## src/phil_pkg.sv

```systemverilog
// Shared types, codes and sizes for the two-level perfect hash lookup.
// No dependencies; phil_front, phil_back, the top level and the checker import this package.
`timescale 1ns / 1ps

package phil_pkg;

  // default table sizes
  localparam int BUCKETS_DEF = 1024;
  localparam int SLOTS_DEF   = 4096;

  // field widths
  localparam int KEY_W    = 32;
  localparam int ADDR_W   = 12;
  localparam int WIDE_W   = 33;
  localparam int CNT_W    = 13;
  localparam int BCOUNT_W = 11;

  // stream and config port widths
  localparam int IN_TDATA_W  = 168;
  localparam int IN_TUSER_W  = 2;
  localparam int OUT_TDATA_W = 40;
  localparam int OUT_PAD_W   = OUT_TDATA_W - KEY_W - 1;
  localparam int CFG_IDX_W   = 2;

  // operation codes on in_tuser
  localparam logic [IN_TUSER_W-1:0] OP_BLOAD  = 2'd0;
  localparam logic [IN_TUSER_W-1:0] OP_SLOAD  = 2'd1;
  localparam logic [IN_TUSER_W-1:0] OP_LOOKUP = 2'd2;

  // config register indexes
  localparam logic [CFG_IDX_W-1:0] CFG_PRIME  = 2'd0;
  localparam logic [CFG_IDX_W-1:0] CFG_FMULT  = 2'd1;
  localparam logic [CFG_IDX_W-1:0] CFG_FADD   = 2'd2;
  localparam logic [CFG_IDX_W-1:0] CFG_BCOUNT = 2'd3;

  // work kinds after classification
  typedef logic [1:0] phil_kind_t;
  localparam phil_kind_t K_NONE   = 2'd0;
  localparam phil_kind_t K_BLOAD  = 2'd1;
  localparam phil_kind_t K_SLOAD  = 2'd2;
  localparam phil_kind_t K_LOOKUP = 2'd3;

  // input queue depth
  localparam int Q_DEPTH = 4;
  localparam int Q_AW    = 2;

  typedef struct packed {
    logic [WIDE_W-1:0]   prime;
    logic [WIDE_W-1:0]   first_mult;
    logic [WIDE_W-1:0]   first_add;
    logic [BCOUNT_W-1:0] bucket_count;
  } phil_cfg_t;

  typedef struct packed {
    phil_kind_t        kind;
    logic [ADDR_W-1:0] addr;
    logic [KEY_W-1:0]  key;
    logic [KEY_W-1:0]  value;
    logic [WIDE_W-1:0] mult;
    logic [WIDE_W-1:0] addend;
    logic [CNT_W-1:0]  start;
    logic [CNT_W-1:0]  slots;
  } phil_item_t;

  localparam int ITEM_W = $bits(phil_item_t);

  typedef struct packed {
    logic [WIDE_W-1:0] mult;
    logic [WIDE_W-1:0] addend;
    logic [CNT_W-1:0]  start;
    logic [CNT_W-1:0]  slots;
  } phil_bucket_t;

  typedef struct packed {
    logic [KEY_W-1:0] value;
    logic [KEY_W-1:0] key;
  } phil_slot_t;

  typedef struct packed {
    logic clearing;
  } phil_status_t;

endpackage

```

## src/phil_front.sv

```systemverilog
// Front end: config registers, input classification and the input queue.
// Depends on phil_pkg.
`timescale 1ns / 1ps

module phil_front #(
  parameter int BUCKETS = phil_pkg::BUCKETS_DEF,
  parameter int SLOTS   = phil_pkg::SLOTS_DEF
) (
  input  logic                           clk,
  input  logic                           rst_n,
  input  logic                           in_tvalid,
  output logic                           in_tready,
  input  logic [phil_pkg::IN_TDATA_W-1:0] in_tdata,
  input  logic [phil_pkg::IN_TUSER_W-1:0] in_tuser,
  input  logic                           cfg_valid,
  output logic                           cfg_ready,
  input  logic [phil_pkg::CFG_IDX_W-1:0] cfg_index,
  input  logic [phil_pkg::WIDE_W-1:0]    cfg_data,
  input  phil_pkg::phil_status_t         status,
  output phil_pkg::phil_cfg_t            cfg,
  output logic                           q_valid,
  output phil_pkg::phil_item_t           q_item,
  input  logic                           q_pop
);

  import phil_pkg::*;

  phil_cfg_t         cfg_r;
  phil_item_t        item;
  phil_item_t        q_mem_r [Q_DEPTH];
  logic [Q_AW-1:0]   wr_ptr_r;
  logic [Q_AW-1:0]   rd_ptr_r;
  logic [Q_AW:0]     count_r;
  logic              push;

  // config writes are always taken
  assign cfg_ready = 1'b1;
  assign cfg       = cfg_r;

  always_ff @(posedge clk) begin
    if (!rst_n) begin
      cfg_r.prime        <= WIDE_W'(3);
      cfg_r.first_mult   <= WIDE_W'(1);
      cfg_r.first_add    <= '0;
      cfg_r.bucket_count <= BCOUNT_W'(1);
    end else if (cfg_valid) begin
      unique case (cfg_index)
        CFG_PRIME:  cfg_r.prime        <= cfg_data;
        CFG_FMULT:  cfg_r.first_mult   <= cfg_data;
        CFG_FADD:   cfg_r.first_add    <= cfg_data;
        CFG_BCOUNT: cfg_r.bucket_count <= cfg_data[BCOUNT_W-1:0];
      endcase
    end
  end

  // unpack and classify the incoming transaction
  always_comb begin
    item.key    = in_tdata[31:0];
    item.value  = in_tdata[63:32];
    item.addr   = in_tdata[75:64];
    item.mult   = in_tdata[108:76];
    item.addend = in_tdata[141:109];
    item.start  = in_tdata[154:142];
    item.slots  = in_tdata[167:155];
    unique case (in_tuser)
      OP_BLOAD:
        item.kind = (32'(item.addr) < 32'(BUCKETS)) ? K_BLOAD : K_NONE;
      OP_SLOAD:
        item.kind = (32'(item.addr) < 32'(SLOTS)) ? K_SLOAD : K_NONE;
      OP_LOOKUP:
        item.kind = (!item.key[KEY_W-1] && (cfg_r.prime != '0) &&
                     (cfg_r.bucket_count != '0)) ? K_LOOKUP : K_NONE;
      default:
        item.kind = K_NONE;
    endcase
  end

  // input queue
  assign in_tready = (count_r != (Q_AW+1)'(Q_DEPTH)) && !status.clearing;
  assign push      = in_tvalid && in_tready;
  assign q_valid   = (count_r != '0);
  assign q_item    = q_mem_r[rd_ptr_r];

  always_ff @(posedge clk) begin
    if (push) begin
      q_mem_r[wr_ptr_r] <= item;
    end
  end

  always_ff @(posedge clk) begin
    if (!rst_n) begin
      wr_ptr_r <= '0;
      rd_ptr_r <= '0;
      count_r  <= '0;
    end else begin
      if (push) begin
        wr_ptr_r <= wr_ptr_r + 1'b1;
      end
      if (q_pop) begin
        rd_ptr_r <= rd_ptr_r + 1'b1;
      end
      if (push && !q_pop) begin
        count_r <= count_r + 1'b1;
      end else if (!push && q_pop) begin
        count_r <= count_r - 1'b1;
      end
    end
  end

endmodule

```

## config.mk

```make
export PLATFORM = sky130hd
export DESIGN_NAME = phil_front
export DESIGN_NICKNAME = d
export VERILOG_FILES = /design/src/phil_pkg.sv /design/src/phil_front.sv
export SDC_FILE = /design/constraint.sdc
export NUM_CORES = 1
export LEC_CHECK = 0
export BUFFER_PORTS_ARGS = -buffer_cell sky130_fd_sc_hd__buf_2
export CORE_UTILIZATION = 35
export DETAILED_ROUTE_END_ITERATION = 8
export SLEW_MARGIN = 25
export SYNTH_ARGS = -nofsm -noshare
export SYNTH_HDL_FRONTEND = slang
export SYNTH_SLANG_ARGS = --single-unit
export TNS_END_PERCENT = 100
```

## constraint.sdc

```tcl
create_clock -name clk -period 9.65 [get_ports clk]
set_input_delay 0 -clock clk [delete_from_list [all_inputs] [get_ports clk]]
set_output_delay 0 -clock clk [all_outputs]
set_load 0.01 [all_outputs]
```

==> reports/qor.txt <==
Status - complete, no violations
Final nets - 2,396
CP peak stage delay - 0.69 ns
Number of synthesized flops with an enable pin - 680
WS Path Type - register to output pin
Die Y - 290.9 um
Peak VDD IR - 175.2 uV
Layout cells sized above 1 - 36.46%
Max Root-Sink Buffers - 3
Starting Density - 35.46%
Clk root buf - clkbuf_16
Count leader, synth - edfxtp_1
Hpwl dp - 42,900 um
Max Cap Viol - 0
Yosys top cell area share - 69.91%
Final hold vios - 0
Average cell area after synthesis - 20.23 um2
Initial antenna violation count - 6
Slew Viols, Final - 0
Pre-CTS WS - 6.358 ns
Buf/Inv on CP - 3
Gpl congestion - 0.8190
Syn nets - 1,661
Routed met1 length - 26,810 um
H-tree levels - 3
Chip Width - 290.9 um
Highest-delay cell along the critical path - buf_4
Area delta synth->final - 29.14%
# setup viols final - 0
WP data arrival - 3.36 ns
CP delay by family, top - buffers and inverters
Initial DRC count - 728
Core area - 82,370 um2
Max Freq - 298.1 MHz
Cell count after synthesis - 1,444
GR Overflow Total - 0
CTS Buf Count - 86
Top Layer Used - met5
Remaining routing DRC violations - 0
IO Count - 494
Mean number of vias per cell - 4.838
Clock Sinks - 799
Buffers on Ports - 492
Leak - 13.18 nW
Most frequent cells after synthesis - edfxtp_1, nand2_1, mux4_2, dfxtp_1, a21boi_1
Metal2 WL - 32,730 um
Worst Skew - 0.03092 ns
Tmin final - 3.355 ns
Post-route antenna net violation count - 0
Setup TNS - 0 ns
Critical path capture point type - output pin
Synth Cell Area - 29,210 um2
CTS tree - yes
Area leader, netlist - edfxtp_1
Synth area leaders - edfxtp_1, mux4_2, dfxtp_1, nand2_1, a21boi_1
Setup WS post-layout - 6.295 ns
Post-synthesis sequential area ratio - 78.07%
Worst EP required - 9.65 ns
First-pass iteration count of the detailed router - 5
Hold Path Class - input port to register
Clk_lat worst skew - 0.63 ns
First-pass GRT wire length - 103,100 um
Yosys cell types - 37
Wire length on met3 - 5989 um
Total track usage - 15.86%
Final Routed Wirelength - 67,530 um
Worst Path Max Fanout - 48
Power density cells - 210.0 nW/um2
Largest net degree at the start of global routing - 119
Final period utilization - 34.77%
Total number of vias - 16,080
CP Cell Sequence - buf_4 -> buf_6 -> mux4_2 -> buf_2
Worst hold margin - 0.04482 ns
Share of flip-flops with an asynchronous set or reset - 0%
Slew headroom - 32.47%
RSZ-0062 raised after global routing - no
Avg WL per Cell - 20.32 um
Die area - 84,610 um2
Most used DFF post-synth - edfxtp_1
Worst setup SP type - register
Actual slew at the worst max-slew pin - 1.013 ns
Flops & latches, synth - 799
CTS clk-pin slew, worst paths - 0.06 ns
Placed inst area - 32,750 um2
Yosys warns - 0
Post CTS Setup Buffer Count - 0
Number of global-route vias before repair - 17,110
FP Rows - 105
Design Area, Final - 37,720 um2
-- worst register-to-register path: stages (launching register included) --
cell      delay [ns]
dfxtp_1         0.42
nor2_1          0.12
a211oi_4        0.35
and2_4          0.35
buf_4           0.65
buf_4           0.80
-- through the flow --
step	utilization [%]	total power, mW	std cells
after floorplan	-	4.374	1444
after global placement	39.76	4.650	2952
after detailed placement	39.76	4.667	2952
after CTS	45.77	8.030	3319
after global routing	45.78	8.214	3320
final	45.79	7.920	3323
-- placed cells by master (no fill, tap or decap), types with 2 or more instances in the layout --
| cell type | netlist | final |
|---|---|---|
| inv_16 | 0 | 3 |
| clkinv_4 | 0 | 2 |
| xnor2_1 | 3 | 3 |
| nand4_1 | 2 | 2 |
| ha_1 | 5 | 5 |
| edfxtp_1 | 680 | 680 |
| clkbuf_8 | 0 | 5 |
| a21boi_1 | 55 | 55 |
| nand2_1 | 222 | 222 |
| and2_4 | 0 | 4 |
| and2_1 | 9 | 5 |
| clkinv_16 | 0 | 2 |
| nand3_1 | 7 | 7 |
| clkinv_2 | 0 | 11 |
| dfxtp_1 | 119 | 117 |
| dfxtp_4 | 0 | 2 |
| clkbuf_16 | 0 | 87 |
| diode_2 | 0 | 4 |
| clkinvlp_4 | 0 | 5 |
| dlygate4sd3_1 | 0 | 209 |
| mux2i_1 | 2 | 2 |
| nor4_1 | 9 | 9 |
| nor2b_1 | 2 | 2 |
| nor2_1 | 3 | 3 |
| mux4_2 | 170 | 170 |
| clkbuf_1 | 21 | 14 |
| or3_1 | 3 | 3 |
| inv_1 | 6 | 6 |
| clkinv_1 | 0 | 19 |
| buf_2 | 39 | 492 |
| xor2_1 | 2 | 2 |
| buf_4 | 1 | 21 |
| bufinv_16 | 0 | 8 |
| nor3_1 | 2 | 2 |
| o21ai_0 | 2 | 2 |
| a21boi_0 | 52 | 52 |
-- worst paths after layout --
path,from,to,slack (ns),depth (start not counted)
setup / recovery,register,q_item[79],6.29,4
hold reg to reg,cfg[30],cfg[30],0.45,2
hold / removal,cfg_index[0],cfg[81],0.04,5
setup reg to reg,count_r[0],q_mem_r[0][142],6.51,5
-- area by class of cell --
cell class	instances	area, um2
inverters	6	22.52
multi-input cells	563	5949
fillers	7066	44650
well taps	1070	1339
flip-flops and latches	799	22810
clock inverters	52	566.8
repair buffers	723	4723
diodes	4	10.01
clock buffers	106	2298
-- where the power goes --
group          internal, mW  leakage [nW]  switching [mW]
Clock                  1.93          1.38            1.34
Combinational         0.350          4.65           0.398
Sequential             3.86          7.14          0.0407
Total                  6.14          13.2            1.78
-- flip-flops by register name (all words and copies together) (netlist names), named ones only --
| signal | flops |
|---|---|
| q_mem_r | 680 |
| wr_ptr_r | 2 |
| rd_ptr_r | 2 |
| count_r | 3 |
| cfg | 110 |
-- repair_timing --
item	in CTS	in global routing
hold endpoints to repair	826	0
gates resized for setup	0	0
hold buffers	209	0
-- routing by layer --
layer | up-vias | global-route usage (%)
li1 | 7198 | -
met1 | 8115 | 19.42
met2 | 640 | 26.25
met3 | 119 | 5.345
met4 | 4 | 5.343
met5 | - | 0
-- kinds of logic after synthesis --
group / share of synthesized area, %
flops: 78.07
simple gates: 3.800
mux: 13.18
compound gates: 2.892
buf+inv: 1.619
fa+ha+maj: 0.2827
xor+xnor: 0.1500
other cells: 0.01284
No activity file was read; power rests on OpenSTA's default activity.
